<file path="config.mk">
export PLATFORM = sky130hd
export DESIGN_NAME = modular_inverse_euclid
export DESIGN_NICKNAME = d
export VERILOG_FILES = /design/src/rtl/core/mie_pkg.sv /design/src/rtl/core/mie_core.sv /design/src/rtl/core/modular_inverse_euclid.sv
export SDC_FILE = /design/constraint.sdc
export NUM_CORES = 1
export LEC_CHECK = 0
export ABC_CLOCK_PERIOD_IN_PS = 12400
export BUFFER_PORTS_ARGS = -buffer_cell sky130_fd_sc_hd__buf_2
export CAP_MARGIN = 20
export CORE_ASPECT_RATIO = 1.1
export CORE_MARGIN = 2
export CORE_UTILIZATION = 56
export CTS_BUF_LIST = sky130_fd_sc_hd__clkbuf_2 sky130_fd_sc_hd__clkbuf_4 sky130_fd_sc_hd__clkbuf_8
export CTS_CLUSTER_SIZE = 40
export DETAILED_ROUTE_END_ITERATION = 8
export HOLD_SLACK_MARGIN = 0.02
export PLACE_DENSITY = 0.78
export SETUP_SLACK_MARGIN = 0.5
export SLEW_MARGIN = 10
export SYNTH_ARGS = -nofsm -noshare
export SYNTH_HDL_FRONTEND = slang
export SYNTH_SLANG_ARGS = --single-unit
export TNS_END_PERCENT = 30
</file>
<file path="constraint.sdc">
create_clock -name clk -period 12.4 [get_ports clk]
set_input_delay 0 -clock clk [delete_from_list [all_inputs] [get_ports clk]]
set_output_delay 0 -clock clk [all_outputs]
set_load 0.005 [all_outputs]
</file>
<file path="src/rtl/core/mie_pkg.sv">
// Shared types and constants for the modular inverse block.
package mie_pkg;

  localparam int unsigned FIELD_W = 16;

  typedef enum logic [2:0] {
    ST_IDLE,
    ST_RALIGN,
    ST_RSUB,
    ST_CHECK,
    ST_ALIGN,
    ST_SUB,
    ST_FINISH,
    ST_DONE
  } mie_state_t;

  // core status seen by the stream wrapper
  typedef struct packed {
    logic idle;
    logic done;
  } mie_stat_t;

endpackage

</file>
<file path="src/rtl/core/mie_core.sv">
// Sequenced extended-Euclid engine built around one shared subtract/compare unit.
module mie_core #(
  parameter int unsigned WIDTH = 16
) (
  input  logic                clk,
  input  logic                rst,
  input  logic                start,
  input  logic                take,
  input  logic [WIDTH-1:0]    value,
  input  logic [WIDTH-1:0]    modulus,
  output logic [WIDTH-1:0]    inverse,
  output logic                exists,
  output mie_pkg::mie_stat_t  stat
);
  import mie_pkg::*;

  localparam int unsigned W1 = WIDTH + 1;
  localparam int unsigned KW = $clog2(WIDTH);

  mie_state_t state, state_next;

  logic [W1-1:0]    rem, rem_next;
  logic [W1-1:0]    dvs, dvs_next;
  logic [KW-1:0]    k, k_next;
  logic [WIDTH-1:0] m_reg, m_reg_next;
  logic [WIDTH-1:0] r_old, r_old_next;
  logic [WIDTH-1:0] r_cur, r_cur_next;
  logic [W1-1:0]    t_old, t_old_next;
  logic [W1-1:0]    t_cur, t_cur_next;
  logic [W1-1:0]    acc, acc_next;
  logic             neg_old, neg_old_next;
  logic             neg_cur, neg_cur_next;
  logic [WIDTH-1:0] res, res_next;
  logic             ok, ok_next;

  // shared unit: op_a - op_b with borrow out
  logic [W1-1:0] op_a, op_b;
  logic [W1:0]   diff;
  logic          ge;
  logic [W1-1:0] rem_sub;
  logic [W1-1:0] acc_sum;
  logic          mod_small;

  assign diff      = {1'b0, op_a} - {1'b0, op_b};
  assign ge        = ~diff[W1];
  assign rem_sub   = ge ? diff[W1-1:0] : rem;
  assign acc_sum   = {acc[W1-2:0], 1'b0} + (ge ? t_cur : '0);
  assign mod_small = (modulus[WIDTH-1:1] == '0);

  always_comb begin
    case (state)
      ST_RALIGN, ST_ALIGN: begin
        op_a = rem;
        op_b = {dvs[W1-2:0], 1'b0};
      end
      ST_FINISH: begin
        op_a = {1'b0, m_reg};
        op_b = t_old;
      end
      default: begin
        op_a = rem;
        op_b = dvs;
      end
    endcase
  end

  // next state
  always_comb begin
    state_next = state;
    case (state)
      ST_IDLE:   if (start) state_next = mod_small ? ST_DONE : ST_RALIGN;
      ST_RALIGN: if (!ge) state_next = ST_RSUB;
      ST_RSUB:   if (k == '0) state_next = ST_CHECK;
      ST_CHECK:  state_next = (r_cur == '0) ? ST_FINISH : ST_ALIGN;
      ST_ALIGN:  if (!ge) state_next = ST_SUB;
      ST_SUB:    if (k == '0) state_next = ST_CHECK;
      ST_FINISH: state_next = ST_DONE;
      ST_DONE:   if (take) state_next = ST_IDLE;
      default:   state_next = ST_IDLE;
    endcase
  end

  // datapath next values
  always_comb begin
    rem_next     = rem;
    dvs_next     = dvs;
    k_next       = k;
    m_reg_next   = m_reg;
    r_old_next   = r_old;
    r_cur_next   = r_cur;
    t_old_next   = t_old;
    t_cur_next   = t_cur;
    acc_next     = acc;
    neg_old_next = neg_old;
    neg_cur_next = neg_cur;
    res_next     = res;
    ok_next      = ok;
    case (state)
      ST_IDLE: begin
        if (start) begin
          m_reg_next = modulus;
          rem_next   = {1'b0, value};
          dvs_next   = {1'b0, modulus};
          k_next     = '0;
          res_next   = '0;
          ok_next    = 1'b0;
        end
      end
      ST_RALIGN, ST_ALIGN: begin
        if (ge) begin
          dvs_next = {dvs[W1-2:0], 1'b0};
          k_next   = k + KW'(1);
        end
      end
      ST_RSUB: begin
        rem_next = rem_sub;
        if (k == '0) begin
          // value mod modulus is ready: seed the chain
          r_old_next   = m_reg;
          r_cur_next   = rem_sub[WIDTH-1:0];
          t_old_next   = '0;
          t_cur_next   = W1'(1);
          neg_old_next = 1'b0;
          neg_cur_next = 1'b0;
        end else begin
          dvs_next = {1'b0, dvs[W1-1:1]};
          k_next   = k - KW'(1);
        end
      end
      ST_SUB: begin
        rem_next = rem_sub;
        acc_next = acc_sum;
        if (k == '0) begin
          r_old_next   = r_cur;
          r_cur_next   = rem_sub[WIDTH-1:0];
          t_old_next   = t_cur;
          t_cur_next   = t_old + acc_sum;
          neg_old_next = neg_cur;
          neg_cur_next = ~neg_cur;
        end else begin
          dvs_next = {1'b0, dvs[W1-1:1]};
          k_next   = k - KW'(1);
        end
      end
      ST_CHECK: begin
        if (r_cur != '0) begin
          rem_next = {1'b0, r_old};
          dvs_next = {1'b0, r_cur};
          acc_next = '0;
          k_next   = '0;
        end
      end
      ST_FINISH: begin
        if (r_old == WIDTH'(1)) begin
          ok_next = 1'b1;
          if (t_old == {1'b0, m_reg}) begin
            res_next = '0;
          end else if (neg_old && (t_old != '0)) begin
            res_next = diff[WIDTH-1:0];
          end else begin
            res_next = t_old[WIDTH-1:0];
          end
        end else begin
          ok_next  = 1'b0;
          res_next = '0;
        end
      end
      default: begin
      end
    endcase
  end

  always_ff @(posedge clk) begin
    if (rst) begin
      state <= ST_IDLE;
    end else begin
      state <= state_next;
    end
    rem     <= rem_next;
    dvs     <= dvs_next;
    k       <= k_next;
    m_reg   <= m_reg_next;
    r_old   <= r_old_next;
    r_cur   <= r_cur_next;
    t_old   <= t_old_next;
    t_cur   <= t_cur_next;
    acc     <= acc_next;
    neg_old <= neg_old_next;
    neg_cur <= neg_cur_next;
    res     <= res_next;
    ok      <= ok_next;
  end

  assign inverse   = res;
  assign exists    = ok;
  assign stat.idle = (state == ST_IDLE);
  assign stat.done = (state == ST_DONE);

endmodule

</file>
<file path="src/rtl/core/modular_inverse_euclid.sv">
// Top level: stream wrapper around the modular inverse engine.
// Sequence: reduce value modulo modulus, then run Euclid steps until the remainder is zero;
//   a modulus below 2 skips both and reports no inverse.
// Throughput: one item in flight; the next beat is taken once the result leaves the engine.
// Reset: rst is synchronous, active high; clears the sequencer and the output valid.
module modular_inverse_euclid #(
  parameter int unsigned WIDTH = 16
) (
  input  logic        clk,
  input  logic        rst,
  input  logic        s_tvalid,
  output logic        s_tready,
  input  logic [31:0] s_tdata,   // [15:0] value, [31:16] modulus
  output logic        m_tvalid,
  input  logic        m_tready,
  output logic [15:0] m_tdata,   // [15:0] inverse
  output logic        m_tuser    // [0] exists
);
  import mie_pkg::*;

  logic [WIDTH-1:0] value_w;
  logic [WIDTH-1:0] modulus_w;
  logic [WIDTH-1:0] core_inverse;
  logic             core_exists;
  mie_stat_t        core_stat;
  logic             start;
  logic             take;

  // fields are used in their low WIDTH bits, zero-extended when WIDTH is wider
  assign value_w   = WIDTH'(s_tdata[FIELD_W-1:0]);
  assign modulus_w = WIDTH'(s_tdata[2*FIELD_W-1:FIELD_W]);

  // engine takes a beat only when idle
  assign s_tready = core_stat.idle;
  assign start    = s_tvalid & s_tready;

  // result moves to the output register when that register is free or draining
  assign take = core_stat.done & (~m_tvalid | m_tready);

  mie_core #(
    .WIDTH(WIDTH)
  ) u_core (
    .clk     (clk),
    .rst     (rst),
    .start   (start),
    .take    (take),
    .value   (value_w),
    .modulus (modulus_w),
    .inverse (core_inverse),
    .exists  (core_exists),
    .stat    (core_stat)
  );

  always_ff @(posedge clk) begin
    if (rst) begin
      m_tvalid <= 1'b0;
    end else if (take) begin
      m_tvalid <= 1'b1;
    end else if (m_tready) begin
      m_tvalid <= 1'b0;
    end
    if (take) begin
      m_tdata <= FIELD_W'(core_inverse);
      m_tuser <= core_exists;
    end
  end

endmodule

</file>
# Yosys cells after proc, flatten, opt, wreduce, memory -nomap -nowiden
# Cells that the tools add are included.
# W data, S select, Z words.
[classes]
n_addsub = 5
n_eq_ne = 20
muxes = 51
bitwise = 5
n_reduce_logical = 24
[op_table]
columns = ["operator", "n"]
rows = [
  ["$mux W17", 13],
  ["$mux W16", 7],
  ["$pmux W17 S2", 3],
  ["$pmux W16 S2", 3],
  ["$pmux W17 S4", 1],
  ["$pmux W17 S3", 1],
  ["$add A17 B17 Y17", 2],
  ["$pmux W3 S7", 1],
  ["$mux W3", 6],
  ["$sub A17 B17 Y18", 1],
  ["$eq A17 B16 Y1", 1],
  ["$reduce_bool A17 Y1", 1],
  ["$eq A16 B1 Y1 const B", 1],
  ["$logic_not A16 Y1", 1],
  ["$mux W4", 4],
  ["$ne A2 B1 Y1 const B", 8],
  ["$pmux W4 S4", 1],
  ["$reduce_bool A16 Y1", 1],
  ["$logic_not A15 Y1", 1],
  ["$eq A3 B3 Y1 const B", 4],
  ["$reduce_and A5 Y1", 2],
  ["$reduce_and A2 Y1", 4],
  ["$reduce_bool A2 Y1", 4],
  ["$mux W1", 7],
  ["other kinds (18)", 27],
]
[totals]
regBits = 176
inputBits = 36
out_inout_bits = 19
elab_cells = 123

# Depth between registers and ports, before layout
[depth]
depth_word = 9
ltp_mapped = 35
depth_no_buf = 29

# By module
# Synthesis repeated with hierarchy kept, for this count alone.
[unflattened]
cells_unflattened = 1008
hier_area_um2 = 10880.4
[by_module_without_submodules]
columns = ["module", "n_inst", "cells_each", "area_each_um2", "seq_area_each_um2"]
rows = [
  ["mie_core", 1, 985, 10308.6, 4714.5],
  ["modular_inverse_euclid", 1, 23, 571.8, 530.5],
]

# Worst setup path after synthesis
# OpenSTA, ideal clock, no wires.
[synth_timing]
kind = "flip-flop to flip-flop"
startpoint = "register u_core.state[2]"
endpoint = "register u_core.t_cur[16], data pin"
setup_ps = 261
arrival_time_ps = 6354
required_time_ps = 12139
setup_slack_ps = 5785
stages_incl_launch_ff = 33
n_path_buf = 6
period_less_slack_ps = 6615
path_cell_list = "dfxtp_1 > buf_2 > and2_1 > buf_2 > and2_1 > buf_2 > buf_1 > mux2_2 > ha_1 > buf_6 > a211o_1 > o211ai_1 > and3_1 > a21oi_2 > o21ai_4 > nand2_4 > clkbuf_1 > and2_1 > ha_1 > fa_1 > a21o_1 > a211oi_1 > nor3_1 > nor4_1 > xnor2_1 > ha_1 > and3_1 > o21ai_0 > o21ai_0 > o22ai_1 > xnor2_1 > xnor2_1 > mux2i_1"
[synth_via]
elab_chain_cells = 9
word_cells_on_any_way = 14
cone_classes = "3 x add/sub; 5 x eq/ne; 5 x mux; 1 x reduce/logical"
[synth_lines]
columns = ["element", "line_no", "rtl"]
rows = [
  ["from (decl)", "mie_core.sv:20", "mie_state_t state, state_next;"],
  ["from (signal assigned)", "mie_core.sv:177", "state <= state_next;"],
  ["$eq A3 B1 Y1 or $eq A3 B3 Y1 (tied branches)", "mie_core.sv:51", "case (state)"],
  ["$reduce_or A2 Y1", "mie_core.sv:51", ""],
  ["$pmux W17 S2", "mie_core.sv:51", ""],
  ["$sub A17 B17 Y18 (*)", "mie_core.sv:44", "assign diff = {1'b0, op_a} - {1'b0, op_b};"],
  ["$mux W17 (*)", "mie_core.sv:47", "assign acc_sum = {acc[W1-2:0], 1'b0} + (ge ? t_cur : '0);"],
  ["$add A17 B17 Y17 (*)", "mie_core.sv:47", ""],
  ["net u_core.acc_sum[11]", "mie_core.sv:41", "logic [W1-1:0] acc_sum;"],
  ["$add A17 B17 Y17 (*)", "mie_core.sv:137", "t_cur_next = t_old + acc_sum;"],
  ["$mux W17 (*)", "mie_core.sv:133", "if (k == '0) begin"],
  ["$pmux W17 S2 (*)", "mie_core.sv:98", "case (state)"],
  ["to (signal assigned)", "mie_core.sv:186", "t_cur <= t_cur_next;"],
  ["to (decl)", "mie_core.sv:29", "logic [W1-1:0] t_cur, t_cur_next;"],
]
# Mark *: on every way through the listed nets, which the timed path passes. The rest lies on a longest branch. The select of a mux whose other input is x is not followed.
# A chain may end at the register's enable or synchronous reset.

# Worst setup path in the final report
[layout_timing]
startpoint = "register u_core.state[1]"
endpoint = "register u_core.t_cur[16], data pin"
# The elaborated chain is that of the path after synthesis.

==> impl_metrics.json <==
{
  "stdcell_area_um2": 12200,
  "busiest_layer": "met2",
  "slew_violations": 0,
  "path_clk_slew_ns": 0.10,
  "final_core_util_pct": 63.9,
  "rsz0062_at_grt": "false",
  "antenna_cells": 0,
  "cts.sinks": 176,
  "h-tree-depth": 4,
  "dp_hpwl_um": 20600,
  "fillers": 1527,
  "drt-wirelength-per-cell_um": 21.1,
  "grt_pass1_wl_um": 45200,
  "yosysWarningCount": 0,
  "grt_pass1_vias": 8145,
  "cts_buffers": 17,
  "use_met1_pct": 42.8,
  "wl_um": 29600,
  "grt_max_degree": 63,
  "period_share_pct": 68.8,
  "start_util_pct": 57.1,
  "place_area_um2": 11500,
  "worst_ep_arrival_time_ns": 8.87,
  "grt_use_met2_pct": 44.2,
  "drc": 0,
  "dr.pass1.iters": 6,
  "final_nets": 1233,
  "synthAdderAreaFrac_pct": 6.67,
  "clkLatencyLatePin_ns": 0.49,
  "worstPathMaxFanout": 54,
  "synthSimpleGateAreaFrac_pct": 15.9,
  "synth_top_family_by_area": "simple AND/OR/NAND/NOR gates",
  "slowest_delay_ns": 0.70,
  "regArea_um2": 5250,
  "cts-root-buf": "clkbuf_8",
  "worstSetupStartpointType": "flop",
  "fp.dieArea_um2": 20700,
  "die_x_um": 137,
  "whs_ns": 0.216,
  "netlist_area_um2": 11000,
  "ant_nets": 0,
  "gr-total-overflow": 0,
  "core_um2": 19200,
  "vias": 8717,
  "slew_headroom_pct": 33.6,
  "antenna_found_initial": 0,
  "cp_slowest_cell": "and2_1",
  "die_h_um": 151,
  "synth_top_area_cell": "edfxtp_1",
  "finClkSkew_ns": 0.0155,
  "ys_ff_latch": 176,
  "gp_congestion": 0.970,
  "vias_per_cell": 6.22,
  "fmax_mhz": 117,
  "drt_iter0_drc": 1016,
  "clk_path_buf_depth": 2,
  "ios": 55,
  "tightest_slew_ns": 0.993,
  "async_reset_ff_share_pct": 0,
  "track_usage_pct": 29.4,
  "synth_compound_area_share_pct": 15.7,
  "maxCapViolations": 0,
  "portBuffers": 54,
  "crit_path_end_kind": "flop",
  "setup_viol": 0,
  "std_cell_rows": 53,
  "synth_top_area_share_pct": 47.2,
  "cts_tree": "done",
  "outcome": "finished clean",
  "syn_area_per_cell_um2": 10.2,
  "layout_commonest_cell": "edfxtp_1",
  "synth.area.top_cells": "edfxtp_1, ha_1, a21oi_1",
  "synth_xor_area_share_pct": 4.40,
  "syn_inst": 1069,
  "muxShareOfSynthArea_pct": 6.52,
  "multi_input_comb_area_um2": 5410,
  "mostFrequentLayoutCells": "edfxtp_1, nor2_1, nand2_1, a21oi_1, o21ai_0",
  "crit_required_ns": 12.74,
  "drive_gt1_share_pct": 13.3,
  "area_growth_pct": 11.8,
  "cts_setup_buffers": 0,
  "setup.worst_path.class": "reg -> reg",
  "synth_ff_type": "edfxtp_1",
  "min_path_type": "in -> reg",
  "cts_resized": 0,
  "setup-tns-final_ns": 0,
  "syn_nets": 1161,
  "min_period_ns": 8.53,
  "hold_viol": 0,
  "ys_seq_area_share_pct": 47.9,
  "ys_types": 61,
  "synth_edf_count": 172,
  "use_met3_pct": 5.35
}
-- synth_stat cells, drive strengths merged, types with 5 or more instances --
| cell type | count |
|---|---|
| edfxtp | 172 |
| nor2 | 114 |
| nand2 | 99 |
| a21oi | 95 |
| o21ai | 67 |
| ha | 52 |
| and2 | 43 |
| a21o | 35 |
| clkbuf | 35 |
| mux2 | 33 |
| mux2i | 32 |
| xnor2 | 28 |
| inv | 27 |
| xor2 | 27 |
| nor4 | 23 |
| nor2b | 22 |
| buf | 17 |
| a22o | 16 |
| nor3 | 15 |
| o21a | 13 |
| nand2b | 10 |
| nand3 | 8 |
| nand4 | 7 |
| a31oi | 5 |
| o31ai | 5 |
| or3 | 5 |
-- cell families (layout without fill, tap and decap cells) --
kind of cell | count (synthesis) | in the layout
buffers and inverters | 80 | 165
XOR/XNOR | 55 | 55
flip-flops | 176 | 176
AO/OA/AOI/OAI | 274 | 274
AND/OR/NAND/NOR | 363 | 363
adder cells (fa/ha/maj) | 56 | 56
multiplexers | 65 | 65
-- timing repair --
item | CTS | global route
endpoints found under the hold margin | 52 | 0
endpoints found under the setup margin | 0 | 0
hold buffers | 35 | 0
-- critical path: cells and delay by family (launching register included) --
| kind | cells | cell delay (ns) |
|---|---|---|
| compound gates | 11 | 2.82 |
| simple gates | 9 | 2.57 |
| xor+xnor | 3 | 0.42 |
| buf+inv | 3 | 0.94 |
| fa+ha+maj | 4 | 1.07 |
| flops | 1 | 0.33 |
| mux | 1 | 0.20 |
-- worst paths after layout --
kind,start,to,slack (ns),cells after the start
max,u_core.state[1],u_core.t_cur[16],3.87,31
min,s_tvalid,u_core.m_reg[4],0.22,3
max reg2reg,u_core.state[1],u_core.t_cur[16],3.87,31
min reg2reg,u_core.inverse[15],m_tdata[15],0.43,0
-- per-layer routing --
| layer | share of wire, % | vias to the layer above |
|---|---|---|
| met5 | 0 | - |
| met4 | 2.4 | 0 |
| met1 | 42 | 4111 |
| li1 | - | 4065 |
| met3 | 11 | 65 |
| met2 | 44 | 476 |
-- through the flow --
stage          cells  setup WS (ns)
3_3_place_gp    1334           4.26
4_1_cts         1401           3.99
3_5_place_dp    1334           4.01
5_1_grt         1401           3.39
6_report        1401           3.87
2_1_floorplan   1069           5.79
-- area by class of cell --
cell class	count	area share [%]
repair buffers	105	6.05
clock inverters	15	1.56
multi-input cells	813	44.2
well taps	247	2.52
flip-flops and latches	176	42.9
inverters	28	0.859
clock buffers	17	1.91
Power is not shown: default switching activity piles up to over one toggle a cycle in this logic, so the estimate is an artifact.
